`config.mk`:
```
export PLATFORM = sky130hd
export DESIGN_NAME = sacf_ctrl
export DESIGN_NICKNAME = d
export VERILOG_FILES = /design/src/hw/rtl/set_assoc_cache_fifo_random_defines.svh /design/src/hw/rtl/sacf_pkg.sv /design/src/hw/rtl/sacf_ctrl.sv
export SDC_FILE = /design/constraint.sdc
export NUM_CORES = 1
export LEC_CHECK = 0
export ABC_AREA = 1
export BUFFER_PORTS_ARGS = -buffer_cell sky130_fd_sc_hd__buf_2
export CORE_AREA = 2 2 39 41
export DETAILED_ROUTE_END_ITERATION = 12
export DIE_AREA = 0 0 41 43
export GPL_TIMING_DRIVEN = 0
export PLACE_DENSITY = 0.3
export SYNTH_ARGS = -nofsm -noshare
export SYNTH_HDL_FRONTEND = slang
export SYNTH_SLANG_ARGS = --single-unit
```
`constraint.sdc`:
```
create_clock -name clk -period 2.3 [get_ports clk]
set_clock_uncertainty 0.2 [all_clocks]
set_input_delay 0.115 -clock clk [delete_from_list [all_inputs] [get_ports clk]]
set_output_delay 0.115 -clock clk [all_outputs]
set_load 0.05 [all_outputs]
```
`src/hw/rtl/set_assoc_cache_fifo_random_defines.svh`:
```
// Assertion macros for the set-associative cache block
`ifndef SET_ASSOC_CACHE_FIFO_RANDOM_DEFINES_SVH
`define SET_ASSOC_CACHE_FIFO_RANDOM_DEFINES_SVH

// Same-cycle implication, disabled while reset is asserted
`define SACF_ASSERT_NOW(label, ck, rst_n, ante, cons) \
	label: assert property (@(posedge ck) disable iff (!(rst_n)) (ante) |-> (cons)) \
		else $error("sacf: same-cycle check failed");

// Next-cycle implication, disabled while reset is asserted
`define SACF_ASSERT_NEXT(label, ck, rst_n, ante, cons) \
	label: assert property (@(posedge ck) disable iff (!(rst_n)) (ante) |=> (cons)) \
		else $error("sacf: next-cycle check failed");

`endif

```
`src/hw/rtl/sacf_pkg.sv`:
```
package sacf_pkg;

	localparam int ADDR_W    = 32;
	localparam int TAG_W     = 16;
	localparam int AGE_W     = 8;
	localparam int CNT_W     = 32;
	localparam int LFSR_W    = 16;
	localparam int OUT_WAY_W = 2;
	localparam int CFG_IDX_W = 1;
	localparam int CFG_DAT_W = 16;

	localparam logic [LFSR_W-1:0] SEED_DEFAULT = 16'd44257;
	localparam logic [LFSR_W-1:0] LFSR_TAPS    = 16'hB400;

	// Configuration register indexes
	localparam logic [CFG_IDX_W-1:0] REG_POLICY = 1'b0;
	localparam logic [CFG_IDX_W-1:0] REG_SEED   = 1'b1;

	// Commands from the controller to the datapath
	typedef struct packed {
		logic clear_en;
		logic rd_en;
		logic update;
	} cmd_t;

	// Status from the datapath to the controller
	typedef struct packed {
		logic clear_last;
		logic out_free;
	} sts_t;

endpackage

```
`src/hw/rtl/sacf_ctrl.sv`:
```
module sacf_ctrl
	import sacf_pkg::*;
(
	input  logic clk,
	input  logic arst_n,
	input  logic req_valid,
	output logic req_stall,
	input  sts_t sts,
	output cmd_t cmd
);

	localparam logic [1:0] ST_CLEAR  = 2'd0;
	localparam logic [1:0] ST_IDLE   = 2'd1;
	localparam logic [1:0] ST_LOOKUP = 2'd2;

	logic [1:0] state_q;
	logic [1:0] state_nxt;

	// Sequence clear pass, set read and set write-back
	always_comb begin
		state_nxt = state_q;
		cmd       = '0;
		unique case (state_q)
			ST_CLEAR: begin
				cmd.clear_en = 1'b1;
				if (sts.clear_last) begin
					state_nxt = ST_IDLE;
				end
			end
			ST_IDLE: begin
				if (req_valid) begin
					cmd.rd_en = 1'b1;
					state_nxt = ST_LOOKUP;
				end
			end
			ST_LOOKUP: begin
				if (sts.out_free) begin
					cmd.update = 1'b1;
					state_nxt  = ST_IDLE;
				end
			end
			default: begin
				state_nxt = ST_IDLE;
			end
		endcase
	end

	assign req_stall = (state_q != ST_IDLE);

	always_ff @(posedge clk or negedge arst_n) begin
		if (!arst_n) begin
			state_q <= ST_CLEAR;
		end else begin
			state_q <= state_nxt;
		end
	end

endmodule

```
==> results.md <==
- Status: finished, final reports clean
- Max-slew headroom: 0.8338
- Final-report setup violation count: 0
- Drt first pass iters: 2
- Post-Syn Area: 121.4 sq um
- Initial Util: 0.08770
- Routed vias/inst: 3.022
- Hold Fails Final Rpt: 0
- Post-CTS Setup Bufs: 0
- Port Buffer Count: 8
- Largest Register: state_q
- Hold WC Path Type: in2async
- Post-synth EDFFs: 0
- Antenna Nets Post-Route: 0
- Post-synth ARST share: 1.000
- Max Fanout on Critical Path: 2
- Initial antenna violation count: 0
- Flip-flop count of the largest register after layout: 2
- Core Region: 1384 sq um
- Final setup margin: 0.8415 ns
- Die X: 41 um
- Worst Path Required: 1.99 ns
- CP endpoint kind: output pin
- WL per Instance: 6.511 um
- Final GP Congestion: 0.5816
- Clk slew on worst S/H paths: 0.03 ns
- Total grt overflow: 0
- Sink Count: 2
- Top cells by count, synth: inv_2, dfrtp_1, nand2_1, nor2_2
- Total GRT Usage: 0.05321
- Max-Cap Viols: 0
- Final Max Slew Viols: 0
- Ys Warns: 0
- Flops & latches, synth: 2
- Reg2Reg Launch Point: state_q[0]
- Top_reg_cell synth: dfrtp_1
- Syn Nets: 21
- CTS tree: yes
- Fraction of layout cells with a size suffix above 1: 0.6207
- Syn Inst Count: 16
- Cell accounting for the most synthesized area: dfrtp_1
- Final min period: 1.459 ns
- PwrDens: 1552 nW/um^2
- Top Registers: state_q: 2 flops
- Max Freq: 0.6856 GHz
- Worst-margin pin slew: 0.2511 ns
- Yosys top cell area share: 0.4124
- Iter 0 DRT Violations: 1
- H-tree depth: 1
- Startpoint types: input port
- Chip Height: 43 um
- R2r endpoint: state_q[0]
- Vias: 136
- First-pass GRT wire length: 524 um
- Sequential element share of the synthesized area: 0.4124
- Root buf cell: clkbuf_4
- Row cnt: 14
- Full die area: 1763 sq um
- FF-to-FF setup slack: 1.28 ns
- Highest ir drop seen on vdd: 0.2934 mV
- Nets: 36
- Pre-CTS setup slack: 1.081 ns
- Routed WL: 293 um
- Setup TNS: 0 ns
- Worst-skew pair later-pin latency: 0.22 ns
- Ant diodes: 0
- Lkg Pwr: 0.0001205 uW
- Total CTS buffers: 3
- Largest cells by area after synthesis: dfrtp_1, nor2_2, inv_2
- RSZ-0062 raised after global routing: false
- I/O Pins: 9
- R2r worst-path depth: 4
- Post-Syn Area per Cell: 7.585 sq um
- Residual DRC count: 0
- Tcrit/Tclk final: 0.6341
- Most common cell in the netlist: inv_2
- Critical path type: in2out
- Area growth, synth to finish: 84.54%
- Post-synth cell types: 11
- Largest net degree at the start of global routing: 5
- Critical path arrival: 1.14 ns
- Vias in the first global route: 137
- Clock Path Buffers: 2
## per-layer routing
metal	track usage	share of wire	vias up
met5	0	0	-
met4	0.06000	0	0
met3	0.06283	0.18	0
met2	0.04375	0.31	8
met1	0.05788	0.51	51
li1	-	-	77
## through the flow
step	std cells	power, uW	utilization	area, sq um	hold WS [ns]
3_5_place_dp	40	271.1	0.1311	181.4	-0.2994
5_1_grt	45	376.1	0.1618	224.0	0.01204
6_report	45	347.5	0.1618	224.0	0.009983
4_1_cts	45	355.8	0.1618	224.0	0.004406
2_1_floorplan	16	230.7	-	121.4	-0.3806
3_3_place_gp	40	270.7	0.1311	181.4	-0.2999
## final cells by class
cell class,instances,area [sq um]
multi-input combinational,9,52.55
sequential,2,50.05
timing repair buffer,10,60.06
inverter,5,18.77
tap,16,20.02
fill,163,1160
clock buffer,3,22.52
## cells by family after synthesis
logic type / Yosys count / synth area share
AOI/OAI and AO/OA: 1 / 0.04120
DFF: 2 / 0.4124
and+or+nand+nor: 8 / 0.3917
buffers and inverters: 5 / 0.1546
## worst max-delay path by stage
stage | start | to | slack (ns) | depth (start not counted)
finish | req_valid | cmd[1] | 0.84 | 5
global route | state_q[1] | cmd[1] | 0.78 | 4
CTS | state_q[1] | cmd[1] | 0.83 | 4
detailed placement | state_q[1] | cmd[1] | 1.08 | 4
global placement | state_q[1] | cmd[1] | 1.09 | 4
floorplan | state_q[0] | cmd[0] | 0.48 | 1
## repair_timing
item / CTS / global route
hold buffers: 2 / 0
endpoints found under the hold margin: 4 / 0
resized for setup: 0 / 0
## layout by cell type (no fill, tap or decap)
cell,instances
nor3_1,1
nor2_2,2
buf_2,8
o21ai_1,1
nor2_4,1
inv_2,3
nand2_1,2
inv_1,1
clkinv_1,1
dlygate4sd3_1,2
nand3_1,1
clkbuf_4,3
dfrtp_1,2
nand2_2,1
## report_power, final
part / internal (uW) / switching, uW / total [uW]
logic: 47.9 / 154 / 202
clock network: 57.4 / 18.0 / 75.4
registers: 51.6 / 18.6 / 70.2
## critical path, stage by stage
cell	delay (ns)
dlygate4sd3_1	0.52
buf_2	0.10
inv_2	0.04
nor2_4	0.10
buf_2	0.27
No activity file was read; power rests on OpenSTA's default activity.
